## config.mk

```make
export PLATFORM = sky130hd
export DESIGN_NAME = power_overload_and_change_monitor
export DESIGN_NICKNAME = d
export VERILOG_FILES = /design/src/rtl/pom_pkg.sv /design/src/rtl/power_overload_and_change_monitor.sv /design/src/rtl/pom_cfg.sv /design/src/rtl/pom_core.sv
export VERILOG_INCLUDE_DIRS = /design/src /design/src/rtl
export SDC_FILE = /design/constraint.sdc
export NUM_CORES = 1
export LEC_CHECK = 0
export ABC_AREA = 1
export BUFFER_PORTS_ARGS = -buffer_cell sky130_fd_sc_hd__buf_2
export CAP_MARGIN = 20
export CORE_MARGIN = 2
export CORE_UTILIZATION = 55
export CTS_BUF_LIST = sky130_fd_sc_hd__clkbuf_4 sky130_fd_sc_hd__clkbuf_8
export DETAILED_ROUTE_END_ITERATION = 8
export GPL_TIMING_DRIVEN = 0
export PLACE_DENSITY = 0.73
export SLEW_MARGIN = 15
export SYNTH_ARGS = -nofsm -noshare
export SYNTH_HDL_FRONTEND = slang
export SYNTH_SLANG_ARGS = --single-unit
```

## constraint.sdc

```tcl
create_clock -name clk -period 9.6 [get_ports clk]
set_clock_uncertainty 0.1 [all_clocks]
set_input_delay 0.96 -clock clk [delete_from_list [all_inputs] [get_ports clk]]
set_output_delay 0.96 -clock clk [all_outputs]
set_load 0.05 [all_outputs]
```

## src/rtl/power_overload_and_change_monitor_defines.svh

```systemverilog
// ----------------------------------------------------------------------------
// Assertion macros for the power overload and change monitor
// Clocked on clk, disabled while arst_n is low.
// ----------------------------------------------------------------------------
`ifndef POWER_OVERLOAD_AND_CHANGE_MONITOR_DEFINES_SVH
`define POWER_OVERLOAD_AND_CHANGE_MONITOR_DEFINES_SVH

// Same-cycle implication
`define POM_ASSERT_NOW(label, ante, cons, msg) \
	label: assert property (@(posedge clk) disable iff (!arst_n) (ante) |-> (cons)) \
		else $error(msg);

// Next-cycle implication
`define POM_ASSERT_NEXT(label, ante, cons, msg) \
	label: assert property (@(posedge clk) disable iff (!arst_n) (ante) |=> (cons)) \
		else $error(msg);

`endif

```

## src/rtl/pom_pkg.sv

```systemverilog
// ----------------------------------------------------------------------------
// pom_pkg
// Types and constants shared by the power overload and change monitor.
// ----------------------------------------------------------------------------
package pom_pkg;

	localparam int unsigned AddrW = 5;
	localparam int unsigned DataW = 32;

	// register indexes (paddr[4:2])
	localparam logic [2:0] REG_POWER_LIMIT   = 3'd0;
	localparam logic [2:0] REG_HOLD_MS       = 3'd1;
	localparam logic [2:0] REG_POWER_THRESH  = 3'd2;
	localparam logic [2:0] REG_VOLT_THRESH   = 3'd3;
	localparam logic [2:0] REG_CURR_THRESH   = 3'd4;
	localparam logic [2:0] REG_IDLE_TIMEOUT  = 3'd5;

	// reset values
	localparam logic [17:0] RST_POWER_LIMIT  = 18'd800;
	localparam logic [31:0] RST_HOLD_MS      = 32'd10000;
	localparam logic [17:0] RST_POWER_THRESH = 18'd10;
	localparam logic [15:0] RST_VOLT_THRESH  = 16'd10;
	localparam logic [16:0] RST_CURR_THRESH  = 17'd100;
	localparam logic [31:0] RST_IDLE_TIMEOUT = 32'd90000;

	typedef struct packed {
		logic [17:0] power_limit;
		logic [31:0] hold_ms;
		logic [17:0] power_thresh;
		logic [15:0] volt_thresh;
		logic [16:0] curr_thresh;
		logic [31:0] idle_timeout;
	} cfg_t;

	typedef struct packed {
		logic relay_on;
		logic overload;
		logic publish;
		logic sleep_request;
	} result_t;

endpackage

```

## src/rtl/power_overload_and_change_monitor.sv

```systemverilog
// ----------------------------------------------------------------------------
// power_overload_and_change_monitor
// Meter sample monitor: overload relay control, change reporting, idle sleep.
// ----------------------------------------------------------------------------
// Takes one item per clock cycle with no bubbles while results drain. An
// accepted item sits in an input register while the overload, change and
// idle decisions are evaluated and the internal state is updated; its
// result then moves to an output register and is offered on out_valid. The
// two registers hold at most two items: while a result waits for out_ready
// the input register fills and in_ready drops until that result is taken.
// Limits and thresholds are written over the APB port (register i at byte
// address 4*i) and should only change while no item is in flight.
module power_overload_and_change_monitor (
	input  logic                        clk,
	input  logic                        arst_n,
	input  logic                        psel,
	input  logic                        penable,
	input  logic                        pwrite,
	input  logic [pom_pkg::AddrW-1:0]   paddr,
	input  logic [pom_pkg::DataW-1:0]   pwdata,
	output logic [pom_pkg::DataW-1:0]   prdata,
	output logic                        pready,
	input  logic                        in_valid,
	output logic                        in_ready,
	input  logic                        sample_valid,
	input  logic [15:0]                 voltage,
	input  logic [16:0]                 current,
	input  logic [17:0]                 power,
	input  logic [31:0]                 now_ms,
	output logic                        out_valid,
	input  logic                        out_ready,
	output logic                        relay_on,
	output logic                        overload,
	output logic                        publish,
	output logic                        sleep_request
);

	pom_pkg::cfg_t    cfg;
	pom_pkg::result_t res;
	pom_pkg::result_t res_s2;

	logic        vld_s1;
	logic        smp_vld_s1;
	logic [15:0] voltage_s1;
	logic [16:0] current_s1;
	logic [17:0] power_s1;
	logic [31:0] now_s1;
	logic        vld_s2;
	logic        adv;
	logic        take;

	pom_cfg u_cfg (
		.clk     (clk),
		.arst_n  (arst_n),
		.psel    (psel),
		.penable (penable),
		.pwrite  (pwrite),
		.paddr   (paddr),
		.pwdata  (pwdata),
		.prdata  (prdata),
		.pready  (pready),
		.cfg     (cfg)
	);

	// advance the held item when the result register is free or draining
	assign adv      = vld_s1 && (!vld_s2 || out_ready);
	assign in_ready = !vld_s1 || adv;
	assign take     = in_valid && in_ready;

	always_ff @(posedge clk or negedge arst_n) begin
		if (!arst_n) begin
			vld_s1 <= 1'b0;
			vld_s2 <= 1'b0;
		end else begin
			if (take) begin
				vld_s1 <= 1'b1;
			end else if (adv) begin
				vld_s1 <= 1'b0;
			end
			if (adv) begin
				vld_s2 <= 1'b1;
			end else if (out_ready) begin
				vld_s2 <= 1'b0;
			end
		end
	end

	always_ff @(posedge clk) begin
		if (take) begin
			smp_vld_s1 <= sample_valid;
			voltage_s1 <= voltage;
			current_s1 <= current;
			power_s1   <= power;
			now_s1     <= now_ms;
		end
		if (adv) begin
			res_s2 <= res;
		end
	end

	pom_core u_core (
		.clk          (clk),
		.arst_n       (arst_n),
		.cfg          (cfg),
		.step         (adv),
		.sample_valid (smp_vld_s1),
		.voltage      (voltage_s1),
		.current      (current_s1),
		.power        (power_s1),
		.now_ms       (now_s1),
		.res          (res)
	);

	assign out_valid     = vld_s2;
	assign relay_on      = res_s2.relay_on;
	assign overload      = res_s2.overload;
	assign publish       = res_s2.publish;
	assign sleep_request = res_s2.sleep_request;

endmodule

```

## src/rtl/pom_cfg.sv

```systemverilog
// ----------------------------------------------------------------------------
// pom_cfg
// APB register file holding the monitor's limits, thresholds and timeouts.
// ----------------------------------------------------------------------------
module pom_cfg (
	input  logic                        clk,
	input  logic                        arst_n,
	input  logic                        psel,
	input  logic                        penable,
	input  logic                        pwrite,
	input  logic [pom_pkg::AddrW-1:0]   paddr,
	input  logic [pom_pkg::DataW-1:0]   pwdata,
	output logic [pom_pkg::DataW-1:0]   prdata,
	output logic                        pready,
	output pom_pkg::cfg_t               cfg
);

	pom_pkg::cfg_t cfg_q;
	logic          wr_en;
	logic [2:0]    idx;

	assign pready = 1'b1;
	assign wr_en  = psel && penable && pwrite;
	assign idx    = paddr[4:2];
	assign cfg    = cfg_q;

	always_ff @(posedge clk or negedge arst_n) begin
		if (!arst_n) begin
			cfg_q.power_limit  <= pom_pkg::RST_POWER_LIMIT;
			cfg_q.hold_ms      <= pom_pkg::RST_HOLD_MS;
			cfg_q.power_thresh <= pom_pkg::RST_POWER_THRESH;
			cfg_q.volt_thresh  <= pom_pkg::RST_VOLT_THRESH;
			cfg_q.curr_thresh  <= pom_pkg::RST_CURR_THRESH;
			cfg_q.idle_timeout <= pom_pkg::RST_IDLE_TIMEOUT;
		end else if (wr_en) begin
			case (idx)
				pom_pkg::REG_POWER_LIMIT:  cfg_q.power_limit  <= pwdata[17:0];
				pom_pkg::REG_HOLD_MS:      cfg_q.hold_ms      <= pwdata;
				pom_pkg::REG_POWER_THRESH: cfg_q.power_thresh <= pwdata[17:0];
				pom_pkg::REG_VOLT_THRESH:  cfg_q.volt_thresh  <= pwdata[15:0];
				pom_pkg::REG_CURR_THRESH:  cfg_q.curr_thresh  <= pwdata[16:0];
				pom_pkg::REG_IDLE_TIMEOUT: cfg_q.idle_timeout <= pwdata;
				default: ;
			endcase
		end
	end

	always_comb begin
		case (idx)
			pom_pkg::REG_POWER_LIMIT:  prdata = {14'd0, cfg_q.power_limit};
			pom_pkg::REG_HOLD_MS:      prdata = cfg_q.hold_ms;
			pom_pkg::REG_POWER_THRESH: prdata = {14'd0, cfg_q.power_thresh};
			pom_pkg::REG_VOLT_THRESH:  prdata = {16'd0, cfg_q.volt_thresh};
			pom_pkg::REG_CURR_THRESH:  prdata = {15'd0, cfg_q.curr_thresh};
			pom_pkg::REG_IDLE_TIMEOUT: prdata = cfg_q.idle_timeout;
			default:                   prdata = '0;
		endcase
	end

endmodule

```

## src/rtl/pom_core.sv

```systemverilog
// ----------------------------------------------------------------------------
// pom_core
// Overload latch, report snapshot and idle check; evaluates one item per step.
// ----------------------------------------------------------------------------
`include "power_overload_and_change_monitor_defines.svh"

module pom_core (
	input  logic              clk,
	input  logic              arst_n,
	input  pom_pkg::cfg_t     cfg,
	input  logic              step,
	input  logic              sample_valid,
	input  logic [15:0]       voltage,
	input  logic [16:0]       current,
	input  logic [17:0]       power,
	input  logic [31:0]       now_ms,
	output pom_pkg::result_t  res
);

	logic        ovl_q;
	logic [31:0] ovl_start_q;
	logic        relay_q;
	logic [15:0] saved_v_q;
	logic [16:0] saved_c_q;
	logic [17:0] saved_p_q;
	logic        reported_q;
	logic [31:0] last_rpt_q;

	logic        over_limit;
	logic        hold_done;
	logic        start_ovl;
	logic        end_ovl;
	logic        ovl_nxt;
	logic        relay_nxt;
	logic [15:0] dv;
	logic [16:0] dc;
	logic [17:0] dp;
	logic [31:0] since_rpt;
	logic        pub;
	logic        slp;

	assign over_limit = power > cfg.power_limit;
	assign hold_done  = (now_ms - ovl_start_q) > cfg.hold_ms;
	assign start_ovl  = sample_valid && over_limit && !ovl_q;
	assign end_ovl    = sample_valid && !over_limit && ovl_q && hold_done;

	always_comb begin
		ovl_nxt   = ovl_q;
		relay_nxt = relay_q;
		if (start_ovl) begin
			ovl_nxt   = 1'b1;
			relay_nxt = 1'b0;
		end else if (sample_valid && !over_limit && (!ovl_q || hold_done)) begin
			ovl_nxt   = 1'b0;
			relay_nxt = 1'b1;
		end
	end

	assign dv = (voltage > saved_v_q) ? voltage - saved_v_q : saved_v_q - voltage;
	assign dc = (current > saved_c_q) ? current - saved_c_q : saved_c_q - current;
	assign dp = (power > saved_p_q) ? power - saved_p_q : saved_p_q - power;

	assign pub = sample_valid && ((dp > cfg.power_thresh) || (dc > cfg.curr_thresh) ||
		(dv > cfg.volt_thresh) || !reported_q);

	// a reporting item resets the idle time to zero
	assign since_rpt = now_ms - last_rpt_q;
	assign slp       = sample_valid && !pub && (since_rpt > cfg.idle_timeout);

	assign res.relay_on      = relay_nxt;
	assign res.overload      = ovl_nxt;
	assign res.publish       = pub;
	assign res.sleep_request = slp;

	always_ff @(posedge clk or negedge arst_n) begin
		if (!arst_n) begin
			ovl_q       <= 1'b0;
			ovl_start_q <= '0;
			relay_q     <= 1'b1;
			saved_v_q   <= '0;
			saved_c_q   <= '0;
			saved_p_q   <= '0;
			reported_q  <= 1'b0;
			last_rpt_q  <= '0;
		end else if (step) begin
			ovl_q   <= ovl_nxt;
			relay_q <= relay_nxt;
			if (start_ovl) begin
				ovl_start_q <= now_ms;
			end
			if (pub) begin
				saved_v_q  <= voltage;
				saved_c_q  <= current;
				saved_p_q  <= power;
				reported_q <= 1'b1;
				last_rpt_q <= now_ms;
			end
		end
	end

	`POM_ASSERT_NOW(a_relay_vs_latch, 1'b1, relay_q != ovl_q, "relay closed while overload latched")
	`POM_ASSERT_NEXT(a_invalid_holds, step && !sample_valid, $stable(ovl_q) && $stable(saved_p_q) && $stable(last_rpt_q), "invalid item changed state")
	`POM_ASSERT_NEXT(a_publish_marks, step && pub, reported_q && (last_rpt_q == $past(now_ms)), "report not recorded")
	`POM_ASSERT_NOW(a_end_needs_hold, end_ovl, hold_done && !start_ovl, "overload released early")

endmodule
```

Yosys cells after proc, flatten, opt, wreduce, memory -nomap -nowiden
Index checks and enable logic that the tools add are counted.
Storage, ports and cells
  input port bits: 128
  flip-flop bits (word level): 341
  word-level logic and storage cells: 93
  output and inout port bits: 39
Operators by class
  $add $sub $neg: 8
  eq/ne operators: 5
  reduce and logical (&&, ||, !) cells: 34
  muxes and demuxes: 12
  magnitude comparators: 9
Operators with widths (number)
  $pmux W32 S6: 1
  $gt A32 B32 Y1: 2
  $sub A32 B32 Y32: 2
  $gt A18 B18 Y1: 3
  $sub A18 B18 Y18: 2
  $gt A17 B17 Y1: 2
  $sub A17 B17 Y17: 2
  $gt A16 B16 Y1: 2
  $sub A16 B16 Y16: 2
  $mux W18: 1
  $mux W17: 1
  $mux W16: 1
  $reduce_and A2 Y1: 8
  $logic_and A1 B1 Y1: 11
  $mux W1: 8
  $eq A3 B2 Y1 const B: 2
  $eq A3 B3 Y1 const B: 2
  $logic_not A1 Y1: 6
  $logic_or A1 B1 Y1: 6
  $reduce_bool A2 Y1: 2
  $eq A3 B1 Y1 const B: 1
  $logic_not A3 Y1: 1

Longest topological paths before layout
Gate-level depths: netlist of run 1.
  depth after elaboration: 10
  depth in mapped cells: 33

By module
From an unflattened synthesis of run 1, not the netlist that was laid out.
Second synthesis, totals
  cells, all modules: 3699
  area total of the unflattened synthesis: 26920.8 um^2
Modules (own cells, without submodules)
  pom_core: area each 17704.5 um^2, cells an instance 2770, instances 1
  pom_cfg: area each 6478.7 um^2, cells an instance 829, instances 1
  power_overload_and_change_monitor: area each 2737.6 um^2, cells an instance 100, instances 1

Least setup slack after synthesis of run 1
Ideal clock, no wire load.
  path type: in2reg
  start: input out_ready
  end: register current_s1[0] (enable)
  stages: 4
  data required time: 9.063 ns
  path buffers: 0
  slack: 5.876 ns
  data arrival time: 3.186 ns
  cell sequence: inv_1 -> nand3_1 -> nand2_1 -> inv_1
Between the ends
  word-level cells in the longest chain between the ends: 4
Ends and longest elaborated chain
  start: declaration: line power_overload_and_change_monitor.sv:31  | input logic out_ready,
  $logic_or A1 B1 Y1: line power_overload_and_change_monitor.sv:66  | assign adv = vld_s1 && (!vld_s2 || out_ready);
  $logic_and A1 B1 Y1: line power_overload_and_change_monitor.sv:66
  $logic_or A1 B1 Y1: line power_overload_and_change_monitor.sv:67  | assign in_ready = !vld_s1 || adv;
  via in_ready: line power_overload_and_change_monitor.sv:24  | output logic in_ready,
  $logic_and A1 B1 Y1: line power_overload_and_change_monitor.sv:68  | assign take = in_valid && in_ready;
  via take: line power_overload_and_change_monitor.sv:50  | logic take;
  end signal: assignment: line power_overload_and_change_monitor.sv:92  | current_s1 <= current;
  end: declaration: line power_overload_and_change_monitor.sv:45  | logic [16:0] current_s1;
The timed path passes the listed nets, and every way through them passes these cells.
A chain may end at the register's enable or synchronous reset.

Worst setup path in the final report of run 1
  start: register power_s1[2]
  end: register u_core.saved_c_q[10]
Between the ends
  word-level cells in the longest chain between the ends: 8
Ends and longest elaborated chain
  start: declaration: line power_overload_and_change_monitor.sv:46  | logic [17:0] power_s1;
  start signal: assignment: line power_overload_and_change_monitor.sv:93  | power_s1 <= power;
  $sub A18 B18 Y18 / $gt A18 B18 Y1 (equally long branches): line pom_core.sv:61  | assign dp = (power > saved_p_q) ? power - saved_p_q : saved_p_q - power;
  $mux W18 *: line pom_core.sv:61
  $gt A18 B18 Y1 *: line pom_core.sv:63  | assign pub = sample_valid && ((dp > cfg.power_thresh) || (dc > cfg.curr_thresh) ||
  $logic_or A1 B1 Y1 * (2 in a row): line pom_core.sv:63
  $logic_or A1 B1 Y1 *: line pom_core.sv:64  | (dv > cfg.volt_thresh) || !reported_q);
  $logic_and A1 B1 Y1 *: line pom_core.sv:63
  $reduce_and A2 Y1 (no source line) *
  end signal: assignment: line pom_core.sv:93  | saved_c_q <= current;
  end: declaration: line pom_core.sv:24  | logic [16:0] saved_c_q;
Every way passes the cells marked *; elsewhere a longest branch is shown, timed or not.

==> results.toml, run 1 <==
[yosys]
synth-seq-cells = 341
ys_types = 52
yosysMostFrequentCell = "nand2_1"
yosysTopAreaCell = "dfrtp_1"
synthMuxAreaShare = 0
synth-simple-area-share = 0.217
syn_area_sq_um = 25800
synthTopCellsByArea = "dfrtp_1, ha_1, nand2_1, edfxtp_1, inv_1"
synthesis.nets = 3870
synthAdderAreaFrac = 0.149
synth_top_family_by_area = "simple AND/OR/NAND/NOR gates"
synthArstFlopShare = 0.742
synthXorXnorAreaFrac = 0.0397
netlist.area_leader.share = 0.221
yosysSeqAreaShare = 0.349
synth_edf_count = 88
yosys_most_used_dff = "dfrtp_1"
syn_area_per_cell_sq_um = 7.50
synthTopCellsByCount = "nand2_1, inv_1, ha_1, o21ai_0, a21oi_1"
yosysWarnings = 0
synth_compound_area_frac = 0.143
synthCells = 3440

[grt]
grt.total_usage = 0.318
grt_util_met2 = 0.498
grt_max_degree = 105
grt_pass1_wl_mm = 120
grt_pass1_vias = 21807
antenna_found_initial = 9
grt-busiest-layer = "met2"
met3_usage = 0.0504
overflow = 0
use_met1 = 0.449

[sta]
setup_violations = 0
slew_headroom = 0.313
fin_crit_sh = 0.495
rsz0062_at_grt = "false"
report.final.slew_viol_count = 0
hold_violations = 0
whs_ps = 130
worst_slew_pin_slew_ps = 1030
fmaxAchievable_ghz = 0.210
setup_tns_ps = 0
timing.final.crit_period_ps = 4760

[clocking]
clk_pin_slew_ps = 60
numCtsBuffers = 59
ctsHoldBuffers = 0
root_buffer = "clkbuf_8"
clk_path_buf_depth = 3
tritoncts = "done"
post-cts-setup-buffer-count = 0
h-tree-depth = 2
cts_num_sinks = 341
insertion_delay_ps = 680
post_cts_resized = 0

[hold_path]
hp-class = "in -> async"

[power_and_ir_drop]
power.leakage_nw = 15.0
ir_drop_mv = 0.168
power_density_nw_per_um2 = 337

[placed_design]
io_buffers = 162
hpwl_mm = 61.1
gp_congestion = 0.983

[finish]
area_growth_pct = 12.2
fillers = 4325
register_area_sq_um = 9000
drive_gt1_frac = 0.101
nets = 4096
fin_util = 0.623
multi_input_area_sq_um = 14200

[floorplanning]
die_w_um = 221
ios = 167
start_util = 0.555
dieArea_sq_um = 48600
die_y_um = 221
num_rows = 79
coreArea_sq_um = 46500

[setup_path]
crit_path_end_kind = "flip-flop"
crit_top_cell = "nand2_1"
worst_path_dominant_cell_family = "simple AND/OR/NAND/NOR gates"
cp.required_ps = 10100
max_stage_delay_ps = 480
setup.worst_path.class = "reg -> reg"
cp_max_fo = 10
path_buf_inv = 5
arrival_ps = 5260
worst_path_max_delay_cell = "o21ai_0"
start_kind = "flip-flop"

[drt]
via_per_inst = 5.49
num_vias = 23766
ant_nets = 0
wirelength_mm = 76.7
wl_per_cell_um = 17.7
dr.first_iter.drc_count = 1871
drc_errors = 0
firstDrtPassIters = 6

[outcome]
status = "completed"

[run]
max_cap_viol_count = 0
==> where the power goes <==
part	internal, W	switching, W
Combinational	0.00207	0.00389
Clock	0.000979	0.000651
Sequential	0.00191	0.000249
==> per-stage QoR <==
| step | area, sq um | worst slack, ps | total power [W] | instances |
|---|---|---|---|---|
| 6_report | 28900 | 4840 | 0.00974 | 4329 |
| 5_1_grt | 28900 | 4480 | 0.0107 | 4327 |
| 4_1_cts | 28900 | 4850 | 0.00970 | 4324 |
| 3_5_place_dp | 27500 | 4880 | 0.00803 | 4212 |
| 3_3_place_gp | 27400 | 2700 | 0.00793 | 4209 |
| 2_1_floorplan | 25800 | 5880 | 0.00648 | 3440 |
==> worst register-to-register path, cell delays in order (launching register included) <==
cell and delay, ps:
edfxtp_1 440, inv_1 70, ha_1 280, clkbuf_2 180, a21oi_1 100, o21ai_0 310
a21oi_1 160, o21ai_0 480, nand2_1 160, nand2_1 100, nand2_1 50, nand2_1 70
nand2_1 60, nand2_1 70, inv_1 50, ha_1 280, nand2_1 70, nor3_1 330
nand2_1 90, nand2_1 60, nand2_1 150, nand3_2 220, buf_4 300, buf_2 300
nand4_1 130, nand2_1 100
==> flip-flops by register name (all words and copies together), names as in the netlist, 16 cells and up <==
name and flops:
u_cfg.cfg 133, now_s1 32, u_core.last_rpt_q 32, u_core.ovl_start_q 32, power_s1 18, u_core.saved_p_q 18
current_s1 17, u_core.saved_c_q 17, u_core.saved_v_q 16, voltage_s1 16
==> path summary, 6_finish.rpt <==
| kind | cells after the start | endpoint | slack (ps) | from |
|---|---|---|---|---|
| worst max register to register | 25 | u_core.saved_c_q[10] | 4840 | power_s1[2] |
| max in group asynchronous | 2 | u_core.saved_p_q[9] | 8280 | arst_n |
| worst min register to register | 2 | u_core.last_rpt_q[15] | 370 | u_core.last_rpt_q[15] |
| worst min-delay path | 1 | u_core.saved_v_q[6] | 130 | arst_n |
| min in group clk | 1 | current_s1[1] | 350 | current[1] |
| worst max-delay path | 25 | u_core.saved_c_q[10] | 4840 | power_s1[2] |
==> layer usage <==
metal / routed length (um) / vias up / share of wire
met4: 2810 / 10 / 0.037
met5: 62 / - / 0.00081
met1: 34200 / 10971 / 0.45
li1: - / 11748 / -
met3: 5960 / 160 / 0.078
met2: 33700 / 877 / 0.44
==> cell families after synthesis <==
family,count (synthesis)
compound gates,662
other cells,1
flops,341
fa+ha+maj,302
buf+inv,671
simple gates,1346
xor+xnor,117
==> layout make-up <==
type / count / area share
antenna: 5 / 0.000432
clock buffer: 94 / 0.0412
multi-input combinational: 2428 / 0.489
sequential: 341 / 0.311
tap: 607 / 0.0262
buffer: 97 / 0.0166
clock inverter: 18 / 0.00960
inverter: 574 / 0.0746
timing repair buffer: 165 / 0.0312
==> placed cells by master, fill, tap and decap left out, drive strengths merged, types with 8 or more instances in the layout <==
cell type / instances
a21o: 14
a21oi: 252
a221oi: 15
buf: 210
clkbuf: 146
clkinv: 8
dfrtp: 228
dfstp: 25
edfxtp: 88
fa: 8
ha: 294
inv: 575
nand2: 908
nand3: 88
nand4: 109
nor2: 195
nor3: 28
nor4: 13
o211ai: 8
o21ai: 270
o21bai: 22
o221ai: 20
o22ai: 32
xnor2: 20
xor2: 97
(Power assumes the default switching activity.)
==> run 2: changes to the inputs <==
- clock period: 9.6 -> 4.7 ns (I/O delays scaled with it)
==> run 2 against run 1 <==
  * Sequential power up 100%
  * Sequential cell count unchanged
  * Largest power group unchanged
  * Sequential share of layout area is 1.3 points lower
  * Setup slack worse by 4700 ps
==> results.toml, run 2 (synthesis results as in run 1) <==
[clocking]
numCtsBuffers = 59
cts_num_sinks = 341
clk_path_buf_depth = 3
tritoncts = "done"
insertion_delay_ps = 680
clk_pin_slew_ps = 60
root_buffer = "clkbuf_8"
h-tree-depth = 2

[setup_path]
path_cells = "inv_1 -> ha_1 -> inv_1 -> fa_1 -> nand3_1 -> nand2_1 -> a21oi_1 -> o21ai_0 -> a21oi_1 -> o21ai_0 -> nand2_1 -> nand2_1 -> ha_1 -> nand2_1 -> nor2_1 -> nand2_1 -> nor4_1 -> a31oi_1 -> nand2_1 -> nor2_1"
cp.depth = 20
path_buf_inv = 2
cp_max_fo = 4
cp.required_ps = 5020
max_stage_delay_ps = 500
start_kind = "flip-flop"
reg2regPathDepth = 20
worst_path_dominant_cell_family = "compound AO/OA/AOI/OAI gates"
setup.worst_path.class = "reg -> reg"
worst_path_max_delay_cell = "edfxtp_1"
crit_path_end_kind = "flip-flop"
crit_top_cell = "nand2_1"
arrival_ps = 4870

[sta]
fmaxAchievable_ghz = 0.220
fin_crit_sh = 0.969
slew_headroom = 0.294
report.final.slew_viol_count = 0
setup_violations = 0
timing.final.crit_period_ps = 4550
worst_slew_pin_slew_ps = 1060
rsz0062_at_grt = "false"
hold_violations = 0

[finish]
area_growth_pct = 17.2
final_cell_area_sq_um = 30200
layout_commonest_cell = "nand2_1"
drive_gt1_frac = 0.102
largest_register_ffs = 133
nets = 4215
fillers = 4165
layout_common_cells = "nand2_1, inv_1, ha_1"
fin_util = 0.651

[floorplanning]
ios = 167
coreArea_sq_um = 46500
start_util = 0.555
dieArea_sq_um = 48600
die_y_um = 221
die_w_um = 221
num_rows = 79

[run]
max_cap_viol_count = 0

[grt]
grt.total_usage = 0.325
grt_max_degree = 105
antenna_found_initial = 2
grt_pass1_vias = 22457
overflow = 0
grt_pass1_wl_mm = 123

[drt]
wirelength_mm = 78.7
num_vias = 24263
ant_nets = 0
dr.first_iter.drc_count = 1898
wl_per_cell_um = 17.7
via_per_inst = 5.46
drc_errors = 0
firstDrtPassIters = 8

[placed_design]
hpwl_mm = 61.1
gp_congestion = 0.983
place_area_sq_um = 27500
io_buffers = 162

[power_and_ir_drop]
ir_drop_mv = 0.351
power_density_nw_per_um2 = 668
power.total_w = 0.0202
power.leakage_nw = 15.5

[outcome]
status = "completed"

[hold_path]
hp-class = "in -> async"
## run 2: changes by cell type in the layout (fill, tap and decap cells not counted), sizes merged
cell / previous run / this run
dlygate4sd3: 0 / 119
diode: 5 / 2
buf: 210 / 204
clkbuf: 146 / 152
## run 2: timing repair
action	in CTS	in global routing
pin swaps	0	1
hold buffers	119	0
resized for setup	3	37
endpoints found under the hold margin	263	0
buffers inserted	0	0
cloned	0	0
endpoints found under the setup margin	30	88
## run 2: final cells by class
type                            instances  area (sq um)  share of cell area
Timing Repair Buffer                  284          2090              0.0693
Clock buffer                           94          1190              0.0395
Antenna cell                            2          5.00            0.000165
Inverter                              574          2160              0.0714
Clock inverter                         18           278             0.00918
Buffer                                 97           524              0.0173
Multi-Input combinational cell       2428         14200               0.470
Tap cell                              607           759              0.0251
Sequential cell                       341          9000               0.298
## run 2: worst register-to-register path, cell delays in order, from the launching register on
cell	delay (ps)
edfxtp_1	500
inv_1	150
ha_1	150
inv_1	60
fa_1	400
nand3_1	80
nand2_1	100
a21oi_1	310
o21ai_0	370
a21oi_1	420
o21ai_0	120
nand2_1	70
nand2_1	70
ha_1	280
nand2_1	60
nor2_1	190
nand2_1	100
nor4_1	360
a31oi_1	210
nand2_1	160
nor2_1	60
## run 2: worst paths after layout
check                                      start                    end  slack, ps
setup reg to reg                       now_s1[0]          sleep_request        150
min in group clk                        paddr[2]          u_cfg.cfg[66]        270
setup / recovery                       now_s1[0]          sleep_request        150
hold reg to reg            u_core.last_rpt_q[15]  u_core.last_rpt_q[15]        370
max in group asynchronous                 arst_n    u_core.saved_p_q[9]       3270
hold / removal                            arst_n    u_core.saved_v_q[6]        220
## run 2: per-stage QoR
| step | TNS [ps] | worst slack [ps] | hold WS (ps) | std cells |
|---|---|---|---|---|
| floorplan | 0 | 1070 | 74.4 | 3440 |
| finish | 0 | 147 | 219 | 4445 |
| global placement | -381230 | -1710 | 353 | 4209 |
| global route | 0 | 3.68 | 263 | 4445 |
| CTS | 0 | 44.1 | 200 | 4443 |
| detailed placement | -114 | -19.1 | 358 | 4212 |
## run 2: layer usage
layer,part of all wire,global-route usage,vias to the layer above,routed length (um)
met5,0,0,-,0
met4,0.037,0.112,0,2920
met3,0.071,0.0463,166,5620
met2,0.44,0.515,871,35000
met1,0.45,0.456,11242,35100
li1,-,-,11984,-
## run 2: power breakdown
group,leakage (nW),switching [W],internal [W]
clock,0.770,0.00134,0.00200
combinational,10.9,0.00806,0.00440
sequential,3.84,0.000507,0.00390
total,15.5,0.00990,0.0103
